### config.mk
export PLATFORM = sky130hd
export DESIGN_NAME = rgbe_scanline_rle_decoder
export DESIGN_NICKNAME = d
export VERILOG_FILES = /design/src/sv/rgbe_rle_pkg.sv /design/src/sv/rgbe_scanline_rle_decoder.sv /design/src/sv/rgbe_rle_core.sv
export SDC_FILE = /design/constraint.sdc
export NUM_CORES = 1
export LEC_CHECK = 0
export ABC_AREA = 1
export BUFFER_PORTS_ARGS = -buffer_cell sky130_fd_sc_hd__clkbuf_2
export CAP_MARGIN = 20
export CORE_ASPECT_RATIO = 0.8
export CORE_MARGIN = 2
export CORE_UTILIZATION = 55
export CTS_BUF_LIST = sky130_fd_sc_hd__clkbuf_4 sky130_fd_sc_hd__clkbuf_8
export CTS_CLUSTER_DIAMETER = 100
export DETAILED_ROUTE_END_ITERATION = 6
export PLACE_DENSITY_LB_ADDON = 0.05
export REMOVE_ABC_BUFFERS = 1
export SYNTH_ARGS = -nofsm -noshare
export SYNTH_HDL_FRONTEND = slang
export SYNTH_HIERARCHICAL = 1
export SYNTH_SLANG_ARGS = --single-unit
### constraint.sdc
create_clock -name clk -period 7.5 [get_ports clk]
set_input_delay 0.375 -clock clk [delete_from_list [all_inputs] [get_ports clk]]
set_output_delay 0.375 -clock clk [all_outputs]
set_load 0.01 [all_outputs]
### src/sv/rgbe_rle_pkg.sv
// Shared types and constants of the RGBE run-length scanline decoder.
package rgbe_rle_pkg;

  // Result status codes.
  localparam logic [1:0] ST_FILL    = 2'd0;
  localparam logic [1:0] ST_BADHDR  = 2'd1;
  localparam logic [1:0] ST_OVERRUN = 2'd2;

  // Row header position codes; HP_DATA means the row body is being decoded.
  localparam logic [2:0] HP_MAGIC0   = 3'd0;
  localparam logic [2:0] HP_MAGIC1   = 3'd1;
  localparam logic [2:0] HP_WIDTH_HI = 3'd2;
  localparam logic [2:0] HP_WIDTH_LO = 3'd3;
  localparam logic [2:0] HP_DATA     = 3'd4;

  // Byte values with a meaning in the stream.
  localparam logic [7:0] HDR_MAGIC = 8'd2;
  localparam logic [7:0] RUN_BASE  = 8'h80;

  // Configuration register indexes.
  localparam logic REG_SCAN_WIDTH   = 1'b0;
  localparam logic REG_IMAGE_HEIGHT = 1'b1;

  // One decoded result.
  typedef struct packed {
    logic [1:0]  status;
    logic [15:0] row;
    logic [16:0] offset;
    logic [6:0]  length;
    logic [7:0]  value;
    logic        row_done;
    logic        image_done;
  } rgbe_res_t;

endpackage

### src/sv/rgbe_scanline_rle_decoder.sv
// Top level of the RGBE run-length scanline decoder with its register port.
// Latency: a result appears on out_* in the cycle after the byte that causes it.
// Throughput: one input byte per cycle while no held result is stalled by out_tready;
// the output register lets a new byte in while the held result is taken in the same cycle.
// Reset (rst_n low, synchronous): decoder state cleared, registers scan_width = 1
// and image_height = 1, output register empty.
module rgbe_scanline_rle_decoder
  import rgbe_rle_pkg::*;
(
  input  logic        clk,
  input  logic        rst_n,
  // Input stream
  input  logic        in_tvalid,
  output logic        in_tready,
  input  logic [7:0]  in_tdata,   // [7:0] data_byte
  // Result stream
  output logic        out_tvalid,
  input  logic        out_tready,
  output logic [47:0] out_tdata,  // [15:0] row, [32:16] offset, [39:33] length,
                                  // [47:40] value
  output logic        out_tlast,  // row_done
  output logic [2:0]  out_tuser,  // [1:0] status, [2] image_done
  // Configuration port
  input  logic        cfg_psel,
  input  logic        cfg_penable,
  input  logic        cfg_pwrite,
  input  logic [2:0]  cfg_paddr,
  input  logic [31:0] cfg_pwdata,
  output logic [31:0] cfg_prdata,
  output logic        cfg_pready
);

  logic [14:0] scan_width_r;
  logic [15:0] image_height_r;
  logic        cfg_wr;
  logic        in_fire;
  logic        res_valid;
  rgbe_res_t   res;
  logic        out_valid_r, out_valid_nxt;
  rgbe_res_t   out_res_r;

  // Register port: writes complete in the access phase, reads are immediate.
  assign cfg_pready = 1'b1;
  assign cfg_wr     = cfg_psel && cfg_penable && cfg_pwrite && cfg_pready;

  always_ff @(posedge clk) begin
    if (!rst_n) begin
      scan_width_r   <= 15'd1;
      image_height_r <= 16'd1;
    end else if (cfg_wr) begin
      if (cfg_paddr[2] == REG_SCAN_WIDTH) begin
        scan_width_r <= cfg_pwdata[14:0];
      end else begin
        image_height_r <= cfg_pwdata[15:0];
      end
    end
  end

  always_comb begin
    unique case (cfg_paddr[2])
      REG_SCAN_WIDTH:   cfg_prdata = {17'd0, scan_width_r};
      REG_IMAGE_HEIGHT: cfg_prdata = {16'd0, image_height_r};
      default:          cfg_prdata = '0;
    endcase
  end

  // A beat is taken whenever the output register is free or being drained.
  assign in_tready = !out_valid_r || out_tready;
  assign in_fire   = in_tvalid && in_tready;

  rgbe_rle_core u_core (
    .clk          (clk),
    .rst_n        (rst_n),
    .step         (in_fire),
    .data_byte    (in_tdata),
    .scan_width   (scan_width_r),
    .image_height (image_height_r),
    .res_valid    (res_valid),
    .res          (res)
  );

  // Output register.
  always_comb begin
    if (in_fire && res_valid) begin
      out_valid_nxt = 1'b1;
    end else if (out_tready) begin
      out_valid_nxt = 1'b0;
    end else begin
      out_valid_nxt = out_valid_r;
    end
  end

  always_ff @(posedge clk) begin
    if (!rst_n) begin
      out_valid_r <= 1'b0;
    end else begin
      out_valid_r <= out_valid_nxt;
    end
  end

  always_ff @(posedge clk) begin
    if (in_fire && res_valid) begin
      out_res_r <= res;
    end
  end

  assign out_tvalid = out_valid_r;
  assign out_tdata  = {out_res_r.value, out_res_r.length, out_res_r.offset, out_res_r.row};
  assign out_tlast  = out_res_r.row_done;
  assign out_tuser  = {out_res_r.image_done, out_res_r.status};

  // An error result is the last one the decoder ever produces.
  a_error_final: assert property (@(posedge clk) disable iff (!rst_n)
    (out_tvalid && out_tready && (out_tuser[1:0] != ST_FILL)) |=> !out_tvalid)
    else $error("result beat after an error beat");

  // The image ends only on a write that also ends its row.
  a_image_ends_row: assert property (@(posedge clk) disable iff (!rst_n)
    (out_tvalid && out_tuser[2]) |-> out_tlast)
    else $error("image_done without row_done");

  // Error results never mark the end of a row or the image.
  a_error_no_done: assert property (@(posedge clk) disable iff (!rst_n)
    (out_tvalid && (out_tuser[1:0] != ST_FILL)) |-> (!out_tlast && !out_tuser[2]))
    else $error("error beat flagged as row or image end");

endmodule

### src/sv/rgbe_rle_core.sv
// Decoder state and per-byte decode logic of the RGBE scanline decoder.
module rgbe_rle_core
  import rgbe_rle_pkg::*;
(
  input  logic        clk,
  input  logic        rst_n,
  input  logic        step,
  input  logic [7:0]  data_byte,
  input  logic [14:0] scan_width,
  input  logic [15:0] image_height,
  output logic        res_valid,
  output rgbe_res_t   res
);

  logic [2:0]  header_pos_r,  header_pos_nxt;
  logic [7:0]  width_hi_r,    width_hi_nxt;
  logic [16:0] row_offset_r,  row_offset_nxt;
  logic [7:0]  literal_left_r, literal_left_nxt;
  logic        run_waiting_r, run_waiting_nxt;
  logic [6:0]  run_length_r,  run_length_nxt;
  logic [15:0] row_index_r,   row_index_nxt;
  logic        error_r,       error_nxt;
  logic        finished_r,    finished_nxt;

  logic [16:0] row_total;
  logic [6:0]  fill_len;
  logic [17:0] fill_end;
  logic        fill_over;
  logic        fill_hit;
  logic        last_row;
  logic [15:0] hdr_width;

  // Fill geometry shared by runs and literals.
  assign row_total = {scan_width, 2'b00};
  assign fill_len  = run_waiting_r ? run_length_r : 7'd1;
  assign fill_end  = {1'b0, row_offset_r} + {11'd0, fill_len};
  assign fill_over = fill_end > {1'b0, row_total};
  assign fill_hit  = fill_end == {1'b0, row_total};
  assign last_row  = row_index_r == (image_height - 16'd1);
  assign hdr_width = {width_hi_r, data_byte};

  // Next state and result for one accepted byte.
  always_comb begin
    header_pos_nxt   = header_pos_r;
    width_hi_nxt     = width_hi_r;
    row_offset_nxt   = row_offset_r;
    literal_left_nxt = literal_left_r;
    run_waiting_nxt  = run_waiting_r;
    run_length_nxt   = run_length_r;
    row_index_nxt    = row_index_r;
    error_nxt        = error_r;
    finished_nxt     = finished_r;
    res_valid        = 1'b0;
    res.status       = ST_FILL;
    res.row          = row_index_r;
    res.offset       = row_offset_r;
    res.length       = fill_len;
    res.value        = data_byte;
    res.row_done     = 1'b0;
    res.image_done   = 1'b0;

    if (step && !error_r && !finished_r) begin
      unique case (header_pos_r)
        HP_MAGIC0, HP_MAGIC1: begin
          if (data_byte != HDR_MAGIC) begin
            res_valid  = 1'b1;
            res.status = ST_BADHDR;
            res.offset = '0;
            res.length = '0;
            error_nxt  = 1'b1;
          end else begin
            header_pos_nxt = header_pos_r + 3'd1;
          end
        end
        HP_WIDTH_HI: begin
          width_hi_nxt   = data_byte;
          header_pos_nxt = HP_WIDTH_LO;
        end
        HP_WIDTH_LO: begin
          if ((scan_width == '0) || (hdr_width != {1'b0, scan_width})) begin
            res_valid  = 1'b1;
            res.status = ST_BADHDR;
            res.offset = '0;
            res.length = '0;
            error_nxt  = 1'b1;
          end else begin
            header_pos_nxt   = HP_DATA;
            row_offset_nxt   = '0;
            literal_left_nxt = '0;
            run_waiting_nxt  = 1'b0;
            run_length_nxt   = '0;
          end
        end
        default: begin
          if (run_waiting_r || (literal_left_r != '0)) begin
            // A run value byte or a literal byte writes into the row.
            if (run_waiting_r) begin
              run_waiting_nxt = 1'b0;
            end else begin
              literal_left_nxt = literal_left_r - 8'd1;
            end
            res_valid = 1'b1;
            if (fill_over) begin
              res.status = ST_OVERRUN;
              error_nxt  = 1'b1;
            end else if (fill_hit) begin
              res.row_done     = 1'b1;
              res.image_done   = last_row;
              row_offset_nxt   = '0;
              literal_left_nxt = '0;
              run_waiting_nxt  = 1'b0;
              run_length_nxt   = '0;
              header_pos_nxt   = HP_MAGIC0;
              row_index_nxt    = row_index_r + 16'd1;
              finished_nxt     = last_row;
            end else begin
              row_offset_nxt = fill_end[16:0];
            end
          end else if (data_byte > RUN_BASE) begin
            // Run code: the next byte is the run value.
            run_waiting_nxt = 1'b1;
            run_length_nxt  = data_byte[6:0];
          end else begin
            literal_left_nxt = data_byte;
          end
        end
      endcase
    end
  end

  // State registers.
  always_ff @(posedge clk) begin
    if (!rst_n) begin
      header_pos_r   <= HP_MAGIC0;
      width_hi_r     <= '0;
      row_offset_r   <= '0;
      literal_left_r <= '0;
      run_waiting_r  <= 1'b0;
      run_length_r   <= '0;
      row_index_r    <= '0;
      error_r        <= 1'b0;
      finished_r     <= 1'b0;
    end else begin
      header_pos_r   <= header_pos_nxt;
      width_hi_r     <= width_hi_nxt;
      row_offset_r   <= row_offset_nxt;
      literal_left_r <= literal_left_nxt;
      run_waiting_r  <= run_waiting_nxt;
      run_length_r   <= run_length_nxt;
      row_index_r    <= row_index_nxt;
      error_r        <= error_nxt;
      finished_r     <= finished_nxt;
    end
  end

endmodule

-- Yosys cells after proc, flatten, opt, wreduce, memory -nomap -nowiden
Cells that the tools add are included.
- bits in writable memories: 0
- output and inout bits: 87
- bits in latches: 0
- memories: 0
- memory bits (read-only): 0
- register bits after elaboration: 146
- shift-type cells: 0
- equality and inequality tests: 16
- div/mod/pow operators: 0
- $mul: 0
- bitwise operators: 8
- mux-type cells: 52
- reductions and logical operators: 37
- add/sub/neg operators: 5
- magnitude comparators: 2
- operators by type and width (kind ; count):
    $mux W24 ; 3
    $mux W17 ; 4
    $pmux W32 S2 ; 1
    $mux W8 ; 6
    $pmux W24 S2 ; 1
    $mux W7 ; 6
    $pmux W17 S2 ; 1
    $add A17 B7 Y18 ; 1
    $eq A18 B17 Y1 ; 1
    $gt A18 B17 Y1 ; 1
    $reduce_and A6 Y1 ; 3
    $add A16 B1 Y16 const B ; 1
    $eq A16 B16 Y1 ; 1
    $ne A16 B15 Y1 ; 1
    $pmux W8 S2 ; 1
    $sub A16 B1 Y16 const B ; 1
    $logic_not A15 Y1 ; 1
    $mux W1 ; 15
    $mux W3 ; 5
    $pmux W7 S2 ; 1
    $reduce_and A5 Y1 ; 2
    $pmux W3 S3 ; 1
    $reduce_bool A3 Y1 ; 3
    $gt A8 B8 Y1 const B ; 1
    29 further kinds ; 58

-- Longest topological paths before layout
- word-level depth: 8
- gate-level depth with buffers: 28
- depth with buffers taken out: 27

-- By module
The synthesis kept the hierarchy.
- modules (own cells, without submodules) (module ; times used ; area an instance (sq um) ; seq. area each (sq um) ; cells an instance):
    rgbe_rle_core ; 1 ; 5440.2 ; 1241.2 ; 895
    rgbe_scanline_rle_decoder ; 1 ; 3308.2 ; 2202.1 ; 319

-- Least setup slack after synthesis
No wires, ideal clock.
- path kind: register to register
- start point: register u_core.literal_left_r[0]
- end point: register out_res_r, in the netlist out_tdata[0] (enable)
- period minus slack after synthesis: 5.347 ns
- path buffers: 0
- arrival: 4.821 ns
- path slack: 2.153 ns
- stages on the path, launching flop included: 12
- data required time: 6.974 ns
- path through: dfxtp_1 > inv_1 > ha_1 > nand3_2 > nor3_2 > nand2_4 > inv_2 > nor3_4 > inv_1 > o21ai_0 > inv_1 > nor3_1
- cells in the longest elaborated chain, start to end: 6
- ends and longest elaborated chain (element ; RTL line ; text):
    start, declared ; rgbe_rle_core.sv:18 ; logic [7:0] literal_left_r, literal_left_nxt;
    start signal, assigned ; rgbe_rle_core.sv:147 ; literal_left_r <= literal_left_nxt;
    $reduce_bool A8 Y1 ; rgbe_rle_core.sv:95 ; if (run_waiting_r || (literal_left_r != '0)) begin
    $logic_or A1 B1 Y1 ; rgbe_rle_core.sv:95 ;
    $mux W1 ; rgbe_rle_core.sv:95 ;
    $pmux W1 S3 ; rgbe_rle_core.sv:63 ; unique case (header_pos_r)
    $mux W1 ; rgbe_rle_core.sv:62 ; if (step && !error_r && !finished_r) begin
    via res_valid ; rgbe_scanline_rle_decoder.sv:37 ; logic res_valid;
    $logic_and A1 B1 Y1 ; rgbe_scanline_rle_decoder.sv:102 ; if (in_fire && res_valid) begin
    end signal, assigned ; rgbe_scanline_rle_decoder.sv:103 ; out_res_r <= res;
    end, declared ; rgbe_scanline_rle_decoder.sv:40 ; rgbe_res_t out_res_r;
The timed path passes the listed nets, and every way through them passes these cells.
A chain may end at the register's enable or synchronous reset.

-- Final worst setup path
- start point: register u_core.run_waiting_r
- end point: register u_core.row_offset_r[4]
- cells in the longest elaborated chain, start to end: 7
- elaborated cells on any way between the ends: 12
- those cells by class: add/sub: 1; order compare: 1; eq/ne: 2; mux: 5; reduce/logical: 3
- ends and longest elaborated chain (element ; RTL line ; text):
    start, declared ; rgbe_rle_core.sv:19 ; logic run_waiting_r, run_waiting_nxt;
    start signal, assigned ; rgbe_rle_core.sv:148 ; run_waiting_r <= run_waiting_nxt;
    parallel branches: the longest is 7 deep, another holds $add A17 B7 Y18 ; - ;
    end signal, assigned ; rgbe_rle_core.sv:146 ; row_offset_r <= row_offset_nxt;
    end, declared ; rgbe_rle_core.sv:17 ; logic [16:0] row_offset_r, row_offset_nxt;
Several ways; the timed one is not identified. The select of a mux whose other input is x is not followed.

==> impl_results.html <==
<table>
<tr><th>Metric</th><th>Value</th></tr>
<tr><th colspan="2">GRT</th></tr>
<tr><td>Total global-route track usage</td><td>25.5%</td></tr>
<tr><td>Pin count of the biggest net entering global routing</td><td>90</td></tr>
<tr><td>Number of antenna violations at the first check in global routing</td><td>0</td></tr>
<tr><td>Gr ovfl total</td><td>0</td></tr>
<tr><td>Vias in the first global route</td><td>6579</td></tr>
<tr><td>Wire length of the first global-routing pass</td><td>approximately 34000 µm</td></tr>
<tr><th colspan="2">Critical path</th></tr>
<tr><td>Critical path cell sequence</td><td>nand2_1 &gt; ha_1 &gt; fa_1 &gt; nand3_1 &gt; o21ai_2 &gt; nand2_1 &gt; o211ai_1 &gt; nand2_1 &gt; nor2_1 &gt; xor2_1 &gt; inv_1 &gt; ha_1 &gt; nand2_1 &gt; inv_1 &gt; nand2_1 &gt; nor4_2 &gt; nand2_4 &gt; nand2_4 &gt; inv_4 &gt; nand2_4 &gt; nand2_4 &gt; a21oi_1 &gt; nor2_1</td></tr>
<tr><td>Crit-path max cell delay</td><td>0.65 ns</td></tr>
<tr><td>Worst Path Class, Setup</td><td>reg -&gt; reg</td></tr>
<tr><td>Most used cell along the critical path</td><td>sky130_fd_sc_hd__nand2_1</td></tr>
<tr><td>Required time worst endpoint</td><td>7.85 ns</td></tr>
<tr><td>Slowest stage cell, crit path</td><td>sky130_fd_sc_hd__dfxtp_1</td></tr>
<tr><td>Arrival @ worst endpoint</td><td>around 4.9 ns</td></tr>
<tr><td>Type of element capturing the critical path</td><td>flop</td></tr>
<tr><td>Max Fanout on Critical Path</td><td>33</td></tr>
<tr><td>Kind of start point of the critical path</td><td>flop</td></tr>
<tr><th colspan="2">Layout</th></tr>
<tr><td>Most frequent cells in the layout</td><td>sky130_fd_sc_hd__nand2_1, sky130_fd_sc_hd__nor2_1, sky130_fd_sc_hd__inv_1</td></tr>
<tr><td>Finished Cell Area</td><td>0.00966 mm²</td></tr>
<tr><td>Commonest non-fill, non-tap cell in the layout</td><td>sky130_fd_sc_hd__nand2_1</td></tr>
<tr><td>Fraction of final layout cells sized beyond drive strength 1</td><td>15.1%</td></tr>
<tr><td>Count of placed standard cells in the final layout, fillers left out</td><td>1524</td></tr>
<tr><td>Area growth from synthesis to final layout</td><td>10.4%</td></tr>
<tr><td>Total area of sequential cells</td><td>0.00344 mm²</td></tr>
<tr><td>Ant diodes</td><td>0</td></tr>
<tr><td>Layout net count</td><td>1374</td></tr>
<tr><td>Fill cells</td><td>1486</td></tr>
<tr><td>Area used by multi-input combinational logic</td><td>roughly 0.0043 mm²</td></tr>
<tr><th colspan="2">Drt</th></tr>
<tr><td>Total number of vias</td><td>~7600</td></tr>
<tr><td>Via-per-instance ratio</td><td>4.99</td></tr>
<tr><td>Detail-routed net length per standard cell</td><td>13.8 µm</td></tr>
<tr><td>Remaining design rule violation count</td><td>0</td></tr>
<tr><td>Residual antenna-violating net count after detailed routing</td><td>0</td></tr>
<tr><td>Total detailed-routing wirelength</td><td>21000 µm</td></tr>
<tr><td>First drt pass iteration count</td><td>6</td></tr>
<tr><td>DR iter-0 viols</td><td>802</td></tr>
<tr><th colspan="2">Timing</th></tr>
<tr><td>RSZ-0062 raised after global routing</td><td>no</td></tr>
<tr><td>Slew of the pin with the lowest slew margin</td><td>0.967 ns</td></tr>
<tr><td>Setup violators final</td><td>0</td></tr>
<tr><td>Final number of max-transition violations</td><td>0</td></tr>
<tr><td>Setup tns final</td><td>0 ns</td></tr>
<tr><td>Clock period minus worst slack</td><td>between 4 and 5 ns</td></tr>
<tr><td>Final Hold Viols</td><td>0</td></tr>
<tr><td>Worst hold slack</td><td>roughly 0.16 ns</td></tr>
<tr><td>Period utilisation layout</td><td>about three fifths</td></tr>
<tr><td>Worst clock skew on the final layout</td><td>0.0113 ns</td></tr>
<tr><td>Top achievable clock speed</td><td>0.222 GHz</td></tr>
<tr><td>Max-slew headroom</td><td>35.3%</td></tr>
<tr><th colspan="2">Power and ir drop</th></tr>
<tr><td>Overall power</td><td>1.73 mW</td></tr>
<tr><td>PD cells</td><td>179 mW/mm²</td></tr>
<tr><td>Static leakage power</td><td>4.79 nW</td></tr>
<tr><td>Maximum resistive drop on vdd</td><td>between 0.00009 and 0.0001 V</td></tr>
<tr><th colspan="2">Die</th></tr>
<tr><td>Overall die area</td><td>about 0.017 mm²</td></tr>
<tr><td>Count of boundary I/O pins</td><td>137</td></tr>
<tr><td>Chip width</td><td>145 µm</td></tr>
<tr><td>Row Count</td><td>between 40 and 50</td></tr>
<tr><td>Area inside the core boundary</td><td>about 0.016 mm²</td></tr>
<tr><td>Starting Density</td><td>55.9%</td></tr>
<tr><td>Height of the die</td><td>approximately 120 µm</td></tr>
<tr><th colspan="2">Logic synthesis</th></tr>
<tr><td>Most common flop cell mapped by yosys</td><td>sky130_fd_sc_hd__dfxtp_1</td></tr>
<tr><td>Dominant cells by area after synthesis</td><td>sky130_fd_sc_hd__dfxtp_1, sky130_fd_sc_hd__edfxtp_1, sky130_fd_sc_hd__nand2_1, sky130_fd_sc_hd__nor2_1, sky130_fd_sc_hd__inv_1</td></tr>
<tr><td>Synth top area share</td><td>21.5%</td></tr>
<tr><td>Share of the yosys chip area belonging to registers</td><td>about 39%</td></tr>
<tr><td>Cell taking the most area after synthesis</td><td>sky130_fd_sc_hd__dfxtp_1</td></tr>
<tr><td>Seq cells post-synth</td><td>roughly 150</td></tr>
<tr><td>EDFF count, synth</td><td>52</td></tr>
<tr><td>Synth warnings</td><td>6</td></tr>
<tr><td>Post-Syn Instances</td><td>1214</td></tr>
<tr><td>Number of library cell types mapped by synthesis</td><td>49</td></tr>
<tr><td>Share of flip-flops with an asynchronous set or reset</td><td>0%</td></tr>
<tr><td>Post-Synthesis Mean Instance Area</td><td>between 7 and 8 µm²</td></tr>
<tr><td>Post-Synthesis Cell Area</td><td>between 0.008 and 0.009 mm²</td></tr>
<tr><th colspan="2">Hold path</th></tr>
<tr><td>Hold Path Class</td><td>in -&gt; reg</td></tr>
<tr><th colspan="2">Place</th></tr>
<tr><td>Count of placed standard cells including taps</td><td>1492</td></tr>
<tr><td>Estimated wirelength of the detail-placed design</td><td>15500 µm</td></tr>
<tr><td>Standard cell area after detailed placement</td><td>around 0.0092 mm²</td></tr>
<tr><td>Final estimated routing congestion in global placement</td><td>0.916</td></tr>
<tr><td>Port Buf Inserts</td><td>101</td></tr>
<tr><th colspan="2">CTS</th></tr>
<tr><td>Clk Latency, worst-skew pair</td><td>roughly 0.46 ns</td></tr>
<tr><td>Number of clock sinks seen by CTS</td><td>about 150</td></tr>
<tr><td>Clk slew on worst S/H paths</td><td>0.08 ns</td></tr>
<tr><td>CTS tree</td><td>done</td></tr>
<tr><td>H-tree lvl count</td><td>4</td></tr>
<tr><td>Clock root buffer</td><td>sky130_fd_sc_hd__clkbuf_8</td></tr>
<tr><td>Maximum count of clock buffers along a single path</td><td>2</td></tr>
<tr><td>Number of buffers added by the clock tree synthesis step</td><td>17</td></tr>
<tr><td>CTS-repair resized insts</td><td>0</td></tr>
<tr><td>Buffer count from post-CTS setup fixing</td><td>0</td></tr>
<tr><td>Number of hold-repair buffers added at the cts stage</td><td>0</td></tr>
<tr><th colspan="2">Run status</th></tr>
<tr><td>Result of the run</td><td>finished, final reports clean</td></tr>
<tr><th colspan="2">Run</th></tr>
<tr><td>Max capacitance violation total</td><td>0</td></tr>
</table>
sequential cells by signal (all words and copies together), names as in the netlist:
register and cells:
out_tuser 3, u_core/literal_left_r 8, u_core/row_offset_r 17, u_core/run_waiting_r 1, u_core/header_pos_r 3, u_core/width_hi_r 8
u_core/run_length_r 7, out_tdata 48, out_tlast 1, out_tvalid 1, scan_width_r 15, u_core/finished_r 1
u_core/error_r 1, image_height_r 16, u_core/row_index_r 16
stage by stage:
step           util (%)  worst slack, ns
6_report           61.7             3.00
5_1_grt            61.7             2.62
4_1_cts            61.7             3.00
3_5_place_dp       58.9             3.06
3_3_place_gp       58.9             3.10
2_1_floorplan         -             2.12
power by group:
| group | total [mW] | switching (mW) | internal [mW] | leakage [nW] |
|---|---|---|---|---|
| Sequential | 0.858 | 0.0151 | 0.843 | 1.25 |
| Clock | 0.687 | 0.317 | 0.370 | 0.214 |
| Combinational | 0.180 | 0.122 | 0.0576 | 3.33 |
layer usage:
layer / global-route usage (%) / share of wire [%] / vias up
met4: 6.27 / 1.2 / 0
met2: 35.4 / 39 / 248
met1: 40.3 / 54 / 3354
met3: 5.16 / 6.2 / 26
met5: 0 / 0 / -
li1: - / - / 3982
worst paths after layout:
path	endpoint	slack, ns	cells after the start	from
min reg2reg	u_core/error_r	0.46	2	u_core/error_r
max reg2reg	u_core/row_offset_r[4]	3.00	23	u_core/run_waiting_r
min	out_tdata[43]	0.16	1	in_tdata[3]
max	u_core/row_offset_r[4]	3.00	23	u_core/run_waiting_r
worst max-delay path, delay by kind of cell, from the launching register on:
family / cells / cell delay [ns]
simple gates: 13 / 1.85
fa+ha+maj: 3 / 0.94
flops: 1 / 0.65
compound gates: 3 / 0.46
xor+xnor: 1 / 0.25
buf+inv: 3 / 0.24
cell families after synthesis:
family / Yosys count / share of synthesized area [%]
simple gates: 636 / 33.0
buf+inv: 244 / 12.5
flops: 146 / 39.4
compound gates: 122 / 7.37
xor+xnor: 36 / 3.60
fa+ha+maj: 28 / 4.09
other cells: 2 / 0.0858
Yosys cell counts (all sizes together), types with 2 or more instances:
cell    instances
nor4            7
xor2           30
nand3          75
nor3b           2
nor2          201
nand4          25
o21a            2
nand2         289
ha             27
inv           187
or2             3
nor4b           2
conb            2
dfxtp          94
nor3           30
edfxtp         52
a21oi          61
clkbuf          9
xnor2           6
o211ai          2
o21ai          53
buf            47
layout make-up:
cell class | instances | share of cell area [%]
flip-flops and latches | 146 | 35.6
repair buffers | 104 | 5.47
inverters | 188 | 7.33
clock inverters | 14 | 2.07
multi-input cells | 839 | 44.2
clock buffers | 18 | 2.50
well taps | 215 | 2.78
Note: power is estimated with default switching activity, not from simulation.
